**src/hdl/b64c_pkg.sv**
```systemverilog
// ----------------------------------------------------------------------------
// b64c_pkg: shared types and helpers for the base64 codec
// Job format passed from the front end to the back end, alphabet mapping
// functions and queue sizing defaults.
// ----------------------------------------------------------------------------
package b64c_pkg;

  // default depth of the job queue between front and back
  localparam int QUEUE_DEPTH = 2;

  localparam logic [7:0] PAD_CHAR = 8'h3D;

  // job kinds
  localparam logic [1:0] KIND_ENC = 2'd0;
  localparam logic [1:0] KIND_DEC = 2'd1;
  localparam logic [1:0] KIND_ERR = 2'd2;

  // one finished group, ready to be emitted
  typedef struct packed {
    logic [1:0]  kind;
    logic [23:0] data;     // left-aligned group bits
    logic [1:0]  cnt;      // encode: number of data bytes in the group
    logic [1:0]  nres_m1;  // number of results minus one
    logic        last;     // group closes the stream
  } job_t;

  // classified input character
  typedef struct packed {
    logic       ok;
    logic       pad;
    logic [5:0] val;
  } sym_t;

  // 6-bit value to alphabet character
  function automatic logic [7:0] sym_char(input logic [5:0] v);
    logic [7:0] c;
    c = 8'd0;
    if (v < 6'd26) begin
      c = 8'd65 + {2'b00, v};
    end else if (v < 6'd52) begin
      c = 8'd97 + {2'b00, v} - 8'd26;
    end else if (v < 6'd62) begin
      c = 8'd48 + {2'b00, v} - 8'd52;
    end else if (v == 6'd62) begin
      c = 8'h2B;
    end else begin
      c = 8'h2D;
    end
    return c;
  endfunction

  // alphabet character to 6-bit value, with pad and invalid flags
  function automatic sym_t sym_decode(input logic [7:0] c);
    sym_t s;
    s = '0;
    if (c >= 8'd65 && c <= 8'd90) begin
      s.ok  = 1'b1;
      s.val = 6'(c - 8'd65);
    end else if (c >= 8'd97 && c <= 8'd122) begin
      s.ok  = 1'b1;
      s.val = 6'(c - 8'd97 + 8'd26);
    end else if (c >= 8'd48 && c <= 8'd57) begin
      s.ok  = 1'b1;
      s.val = 6'(c - 8'd48 + 8'd52);
    end else if (c == 8'h2B) begin
      s.ok  = 1'b1;
      s.val = 6'd62;
    end else if (c == 8'h2D) begin
      s.ok  = 1'b1;
      s.val = 6'd63;
    end else if (c == PAD_CHAR) begin
      s.pad = 1'b1;
    end
    return s;
  endfunction

endpackage

```
**src/hdl/b64c_fifo.sv**
```systemverilog
// ----------------------------------------------------------------------------
// b64c_fifo: small job queue
// Register-based first-in first-out queue that decouples the front end from
// the back end; the head entry is visible while the queue is not empty.
// ----------------------------------------------------------------------------
module b64c_fifo #(
  parameter int Width = 8,
  parameter int Depth = 2
) (
  input  logic             clk,
  input  logic             rst,
  input  logic             push,
  input  logic [Width-1:0] push_data,
  output logic             full,
  input  logic             pop,
  output logic             head_valid,
  output logic [Width-1:0] head_data
);

  localparam int PtrW = (Depth > 1) ? $clog2(Depth) : 1;
  localparam int CntW = $clog2(Depth + 1);

  logic [Width-1:0] mem [Depth];
  logic [PtrW-1:0]  wr_ptr;
  logic [PtrW-1:0]  rd_ptr;
  logic [CntW-1:0]  count;

  assign full       = (count == CntW'(Depth));
  assign head_valid = (count != '0);
  assign head_data  = mem[rd_ptr];

  // storage
  always_ff @(posedge clk) begin
    if (push) begin
      mem[wr_ptr] <= push_data;
    end
  end

  // pointers and fill level
  always_ff @(posedge clk) begin
    if (rst) begin
      wr_ptr <= '0;
      rd_ptr <= '0;
      count  <= '0;
    end else begin
      if (push) begin
        wr_ptr <= (wr_ptr == PtrW'(Depth - 1)) ? '0 : wr_ptr + 1'b1;
      end
      if (pop) begin
        rd_ptr <= (rd_ptr == PtrW'(Depth - 1)) ? '0 : rd_ptr + 1'b1;
      end
      if (push && !pop) begin
        count <= count + 1'b1;
      end else if (pop && !push) begin
        count <= count - 1'b1;
      end
    end
  end

endmodule

```
**src/hdl/b64c_front.sv**
```systemverilog
// ----------------------------------------------------------------------------
// b64c_front: input side of the base64 codec
// Accepts items, gathers them into groups, checks decode characters and
// pushes one job per finished group, error or stream end into the queue.
// ----------------------------------------------------------------------------
module b64c_front (
  input  logic           clk,
  input  logic           rst,
  input  logic           cfg_write,
  input  logic           cfg_direction,
  input  logic           in_valid,
  output logic           in_ready,
  input  logic [7:0]     in_byte,
  input  logic           in_last,
  input  logic           q_full,
  output logic           push,
  output b64c_pkg::job_t push_job
);

  import b64c_pkg::*;

  logic        direction;
  logic [23:0] group_bits;
  logic [1:0]  group_count;
  logic [1:0]  pad_count;

  logic [23:0] group_bits_next;
  logic [1:0]  group_count_next;
  logic [1:0]  pad_count_next;

  logic        accept;
  sym_t        sym;
  logic        bad;
  logic [2:0]  enc_cnt;
  logic [23:0] enc_bits;
  logic [23:0] dec_bits;
  logic [1:0]  dec_pad;

  assign in_ready = !q_full;
  assign accept   = in_valid && in_ready;

  assign sym      = sym_decode(in_byte);
  assign enc_cnt  = {1'b0, group_count} + 3'd1;
  assign enc_bits = {group_bits[15:0], in_byte};
  assign dec_pad  = pad_count + {1'b0, sym.pad};
  assign dec_bits = {group_bits[17:0], (sym.pad ? 6'd0 : sym.val)};

  // invalid character, misplaced pad or data after pad
  always_comb begin
    bad = 1'b0;
    if (!sym.ok && !sym.pad) begin
      bad = 1'b1;
    end else if (sym.pad) begin
      bad = (group_count < 2'd2);
    end else begin
      bad = (pad_count != 2'd0);
    end
  end

  // group update and job building
  always_comb begin
    group_bits_next  = group_bits;
    group_count_next = group_count;
    pad_count_next   = pad_count;
    push             = 1'b0;
    push_job         = '0;
    push_job.last    = in_last;
    if (!direction) begin
      if (enc_cnt < 3'd3 && !in_last) begin
        group_bits_next  = enc_bits;
        group_count_next = enc_cnt[1:0];
      end else begin
        push             = 1'b1;
        push_job.kind    = KIND_ENC;
        push_job.cnt     = enc_cnt[1:0];
        push_job.nres_m1 = 2'd3;
        case (enc_cnt)
          3'd1:    push_job.data = {enc_bits[7:0], 16'h0000};
          3'd2:    push_job.data = {enc_bits[15:0], 8'h00};
          default: push_job.data = enc_bits;
        endcase
        group_bits_next  = '0;
        group_count_next = '0;
        pad_count_next   = '0;
      end
    end else begin
      if (bad || (group_count < 2'd3 && in_last)) begin
        push             = 1'b1;
        push_job.kind    = KIND_ERR;
        push_job.nres_m1 = 2'd0;
        group_bits_next  = '0;
        group_count_next = '0;
        pad_count_next   = '0;
      end else if (group_count < 2'd3) begin
        group_bits_next  = dec_bits;
        group_count_next = group_count + 2'd1;
        pad_count_next   = dec_pad;
      end else begin
        push             = 1'b1;
        push_job.kind    = KIND_DEC;
        push_job.data    = dec_bits;
        push_job.nres_m1 = (dec_pad >= 2'd2) ? 2'd0 : 2'd2 - dec_pad;
        group_bits_next  = '0;
        group_count_next = '0;
        pad_count_next   = '0;
      end
    end
    if (!accept) begin
      push             = 1'b0;
      group_bits_next  = group_bits;
      group_count_next = group_count;
      pad_count_next   = pad_count;
    end
  end

  // direction register and group state
  always_ff @(posedge clk) begin
    if (rst) begin
      direction   <= 1'b0;
      group_bits  <= '0;
      group_count <= '0;
      pad_count   <= '0;
    end else if (cfg_write) begin
      direction   <= cfg_direction;
      group_bits  <= '0;
      group_count <= '0;
      pad_count   <= '0;
    end else begin
      group_bits  <= group_bits_next;
      group_count <= group_count_next;
      pad_count   <= pad_count_next;
    end
  end

endmodule

```
**src/hdl/b64c_back.sv**
```systemverilog
// ----------------------------------------------------------------------------
// b64c_back: output side of the base64 codec
// Takes jobs from the queue and emits their results one per cycle through
// a registered output stage, unless out_ready holds the output back.
// ----------------------------------------------------------------------------
module b64c_back (
  input  logic           clk,
  input  logic           rst,
  input  logic           q_valid,
  input  b64c_pkg::job_t q_job,
  output logic           pop,
  output logic           out_valid,
  input  logic           out_ready,
  output logic [7:0]     out_byte,
  output logic           out_run_last,
  output logic           out_stream_end,
  output logic           out_error
);

  import b64c_pkg::*;

  job_t       job;
  logic       busy;
  logic [1:0] idx;
  logic       advance;
  logic       final_res;
  logic [5:0] six;
  logic [7:0] res_byte;

  assign advance   = busy && (!out_valid || out_ready);
  assign final_res = (idx == job.nres_m1);
  assign pop       = q_valid && (!busy || (advance && final_res));

  // pick the field for the current result
  always_comb begin
    case (idx)
      2'd0:    six = job.data[23:18];
      2'd1:    six = job.data[17:12];
      2'd2:    six = job.data[11:6];
      default: six = job.data[5:0];
    endcase
    res_byte = 8'h00;
    case (job.kind)
      KIND_ENC: res_byte = (idx <= job.cnt) ? sym_char(six) : PAD_CHAR;
      KIND_DEC: begin
        case (idx)
          2'd0:    res_byte = job.data[23:16];
          2'd1:    res_byte = job.data[15:8];
          default: res_byte = job.data[7:0];
        endcase
      end
      default:  res_byte = 8'h00;
    endcase
  end

  // current job and result index
  always_ff @(posedge clk) begin
    if (pop) begin
      job <= q_job;
    end
  end

  always_ff @(posedge clk) begin
    if (rst) begin
      busy <= 1'b0;
      idx  <= '0;
    end else begin
      if (pop) begin
        busy <= 1'b1;
        idx  <= '0;
      end else if (advance) begin
        if (final_res) begin
          busy <= 1'b0;
        end
        idx <= idx + 2'd1;
      end
    end
  end

  // output register
  always_ff @(posedge clk) begin
    if (rst) begin
      out_valid <= 1'b0;
    end else if (advance) begin
      out_valid <= 1'b1;
    end else if (out_ready) begin
      out_valid <= 1'b0;
    end
  end

  always_ff @(posedge clk) begin
    if (advance) begin
      out_byte       <= res_byte;
      out_run_last   <= final_res;
      out_stream_end <= job.last;
      out_error      <= (job.kind == KIND_ERR);
    end
  end

endmodule

```
**src/hdl/base64_codec_top.sv**
```systemverilog
// Timing: a group's first result passes the job queue, the back end's job
// register and the output register after the item completing it is accepted,
// when the back end is idle; items that only fill a group give no result.
// Throughput: one item per cycle in while the queue is not full, one result
// per cycle out while out_ready is high; a three-byte group gives four results.
// Reset: synchronous rst clears direction (encode), group state, queue and
// output valid.
// ----------------------------------------------------------------------------
// base64_codec_top: streaming base64 encoder and decoder
// Front end gathers groups and queues jobs, back end emits results.
// ----------------------------------------------------------------------------
module base64_codec_top #(
  parameter int QueueDepth = b64c_pkg::QUEUE_DEPTH
) (
  input  logic       clk,
  input  logic       rst,
  input  logic       cfg_write,
  input  logic       cfg_direction,
  input  logic       in_valid,
  output logic       in_ready,
  input  logic [7:0] in_byte,
  input  logic       in_last,
  output logic       out_valid,
  input  logic       out_ready,
  output logic [7:0] out_byte,
  output logic       out_run_last,
  output logic       out_stream_end,
  output logic       out_error
);

  import b64c_pkg::*;

  job_t push_job;
  job_t head_job;
  logic push;
  logic q_full;
  logic q_valid;
  logic pop;

  // item intake and grouping
  b64c_front u_front (
    .clk           (clk),
    .rst           (rst),
    .cfg_write     (cfg_write),
    .cfg_direction (cfg_direction),
    .in_valid      (in_valid),
    .in_ready      (in_ready),
    .in_byte       (in_byte),
    .in_last       (in_last),
    .q_full        (q_full),
    .push          (push),
    .push_job      (push_job)
  );

  // job queue
  b64c_fifo #(
    .Width ($bits(job_t)),
    .Depth (QueueDepth)
  ) u_fifo (
    .clk        (clk),
    .rst        (rst),
    .push       (push),
    .push_data  (push_job),
    .full       (q_full),
    .pop        (pop),
    .head_valid (q_valid),
    .head_data  (head_job)
  );

  // result emission
  b64c_back u_back (
    .clk            (clk),
    .rst            (rst),
    .q_valid        (q_valid),
    .q_job          (head_job),
    .pop            (pop),
    .out_valid      (out_valid),
    .out_ready      (out_ready),
    .out_byte       (out_byte),
    .out_run_last   (out_run_last),
    .out_stream_end (out_stream_end),
    .out_error      (out_error)
  );

endmodule

```
**config.mk**
```make
export PLATFORM = sky130hd
export DESIGN_NAME = base64_codec_top
export DESIGN_NICKNAME = d
export VERILOG_FILES = /design/src/hdl/b64c_pkg.sv /design/src/hdl/b64c_fifo.sv /design/src/hdl/b64c_front.sv /design/src/hdl/b64c_back.sv /design/src/hdl/base64_codec_top.sv
export SDC_FILE = /design/constraint.sdc
export NUM_CORES = 1
export LEC_CHECK = 0
export BUFFER_PORTS_ARGS = -buffer_cell sky130_fd_sc_hd__buf_2
export CAP_MARGIN = 20
export CORE_UTILIZATION = 63
export DETAILED_ROUTE_END_ITERATION = 10
export PLACE_DENSITY = 0.81
export SYNTH_ARGS = -nofsm -noshare
export SYNTH_HDL_FRONTEND = slang
export SYNTH_HIERARCHICAL = 1
export SYNTH_SLANG_ARGS = --single-unit
```
**constraint.sdc**
```tcl
create_clock -name clk -period 12.88 [get_ports clk]
set_input_delay 2.576 -clock clk [delete_from_list [all_inputs] [get_ports clk]]
set_output_delay 2.576 -clock clk [all_outputs]
set_load 0.1 [all_outputs]
```
==> key figures <==
Drt
  • DRC: 0
  • Vias: ~5200
  • Drt total wl: 16000 microns
  • Routed len/inst: ~20 microns
  • DRT iter0 DRCs: 521
  • Drt first pass iters: 5
  • Final antenna-violating net count: 0
  • Vias per cell: 6.60

Job
  • Max Cap Violations: 0

Setup path
  • CP Capture Type: flip-flop
  • CP arrival: 6.01 ns
  • CP startpoint kind: input port
  • Reg2reg start: u_back/idx[1]
  • Setup CP Type: input port to flip-flop
  • Crit-path slowest cell: and3b_1
  • Critical Path RT: 13.34 ns
  • Max incr delay on CP: between 0.7 and 0.8 ns
  • Delay-heaviest family, CP: simple AND/OR/NAND/NOR gates
  • Buf+Inv Stages, Crit Path: 3
  • Setup crit start: in_byte[2]
  • Max FO, Critical Path: 22
  • CP Cell Sequence: buf_2, inv_1, ha_1, nor4b_4, buf_4, mux2i_1, and3b_1, a21oi_1, ha_1, or3_1, a21oi_1

STA
  • Worst slew pin tran: 0.796 ns
  • Endpoints failing setup: 0
  • Slew margin rel.: 0.469
  • Fmax: around 180 MHz
  • Fin crit share: 0.431
  • Setup TNS: 0 ns
  • Final hold violation count: 0
  • Clk_skew: 0.00934 ns
  • Setup ws final: around 7.3 ns
  • Period minus WS final: about 5.6 ns
  • RSZ-0062 raised after global routing: false
  • WHS: 0.430 ns
  • Final slew viol count: 0

Synth
  • Top post-synthesis cells by area: edfxtp_1, dfxtp_1, mux2_2, a21oi_1, ha_1
  • Mapped Area: 7080 sq um
  • Share of the yosys chip area belonging to registers: 0.531
  • YS warnings: 6
  • Post-synthesis compound-gate area fraction: 0.200
  • Post-Synthesis Cells: about 630
  • Top cell type's share of synthesized area: 0.441
  • Adder-Cell Fraction of Synth Area: 0.0424
  • EDFF count, synth: ~100
  • #FFs+latches synth: around 140
  • Synth Area in Simple Gates: 0.107
  • Most frequent cell after synthesis: edfxtp_1
  • XOR/XNOR share of the synthesized area: 0.0210
  • Yosys top cell by area: edfxtp_1
  • Net Count, Synth: approximately 670
  • Synth cell types: 75
  • Top cells by count, synth: edfxtp_1, a21oi_1, nand2_1, o21ai_0, dfxtp_1
  • Main flop type after synthesis: edfxtp_1
  • Largest family of logic cells by synthesized area: compound AO/OA/AOI/OAI gates
  • Async SR Flop Fraction: 0
  • Mean cell area of the mapped netlist: 11.3 sq um
  • Post-synthesis mux area share: 0.0521

Clock network
  • Clock transition at the registers of the reported paths: approximately 0.06 ns
  • CTS Root Cell: clkbuf_8
  • CTS resizes: 0
  • Post-CTS Hold Fix Bufs: 0
  • CTS Sinks: 136
  • Clk Latency, worst-skew pair: 0.53 ns
  • Total CTS buffers: 17
  • H-Tree Depth: 4
  • Clock tree from TritonCTS: done
  • Post-CTS setup buffer count: 0
  • Maximum clock insertion buffer count: 2

GRT
  • Vias in the first global route: 4859
  • Total GRT Usage: 0.288
  • Largest net degree at the start of global routing: 38
  • Antenna violations before repair: 0
  • GRT overflow: 0
  • First-pass GRT wire length: 24800 microns

Place
  • Port Buffers: 27
  • Placed cell count: approximately 760
  • HPWL after detailed placement: 11200 microns
  • Pre-CTS setup slack: 6.86 ns
  • GPL Wtd Cong: 0.942

Cells and area
  • Non-filler cells in the finished layout: a little under 800
  • Antenna cells: 0
  • Core Util, Final: 0.724
  • Total Nets Final: 681
  • Layout cell share with drive strength beyond 1: 0.188
  • Area growth from synthesis to layout: 11.3%

Floorplanning
  • Die width: 108 microns
  • I/O Pins: 28
  • Rows: 38
  • Die ar.: ~12000 sq um
  • Die Height: 108 microns
  • Initial Util: 0.650
  • Core Area: ~11000 sq um

Pwr
  • Maximum VDD drop: 0.233 mV
  • PwrDens: 227 nW/um^2
  • Pleak: 2.83 nW

Min path
  • Worst hold start: u_back/job[0]
  • HP Class: flip-flop to flip-flop

Status
  • Status: complete, no violations
## area by class of cell
| class | count | area (sq um) |
|---|---|---|
| clock buffers | 19 | 422 |
| clock inverters | 13 | 195 |
| fillers | 723 | 3010 |
| inverters | 26 | 115 |
| multi-input cells | 424 | 3000 |
| flip-flops and latches | 136 | 3760 |
| well taps | 140 | 175 |
| repair buffers | 37 | 210 |
## where the power goes
| part | total (W) | switching [W] | internal (W) |
|---|---|---|---|
| logic | 0.000639 | 0.000440 | 0.000199 |
| registers | 0.000650 | 0.0000524 | 0.000597 |
| clock network | 0.000500 | 0.000183 | 0.000317 |
| total | 0.00179 | 0.000675 | 0.00111 |
## metal layers
layer,GRT usage,wire length [microns],vias up
met2,0.484,8110,205
met5,0,0,-
li1,-,-,2437
met1,0.353,6550,2566
met4,0.152,467,0
met3,0.0524,904,38
## stage by stage
stage / cell area, sq um / power [W]
floorplan: 7080 / 0.00115
detailed placement: 7260 / 0.00128
global placement: 7260 / 0.00127
global route: 7880 / 0.00186
CTS: 7880 / 0.00178
finish: 7880 / 0.00179
## worst paths after layout
check                           cells after the start                     to  slack (ns)
worst max register to register                     10     u_back/out_byte[1]        9.43
worst max-delay path                               11        u_fifo/count[1]        7.33
worst min register to register                      0  u_back/out_stream_end        0.43
worst min-delay path                                0  u_back/out_stream_end        0.43
## state kept, by name (all words and copies together), names as in the netlist, 2 cells and up, named ones only
name and count:
u_front/group_count 2, u_front/pad_count 2, u_back/out_byte 8, u_fifo/count 2, u_back/idx 2, u_fifo/mem 62, u_front/group_bits 18, u_back/job 31
## cells in the final DEF (no fill, tap or decap), types with 10 or more instances in the layout
master,count
edfxtp_1,104
mux2_2,31
dfxtp_1,32
a32oi_1,14
o21ai_0,37
nand3_1,15
a22o_1,13
ha_1,24
xnor2_1,12
nor2_1,23
buf_4,10
clkbuf_16,16
nand2_1,47
inv_1,21
buf_2,27
a21oi_1,60
nor3_1,12
## cell families (layout without fill, tap and decap cells)
kind of cell | Yosys count | in the layout
buf+inv | 67 | 95
flops | 136 | 136
fa+ha+maj | 24 | 24
xor+xnor | 17 | 17
compound gates | 202 | 202
simple gates | 148 | 148
mux | 33 | 33
Note: power is estimated with default switching activity, not from simulation.
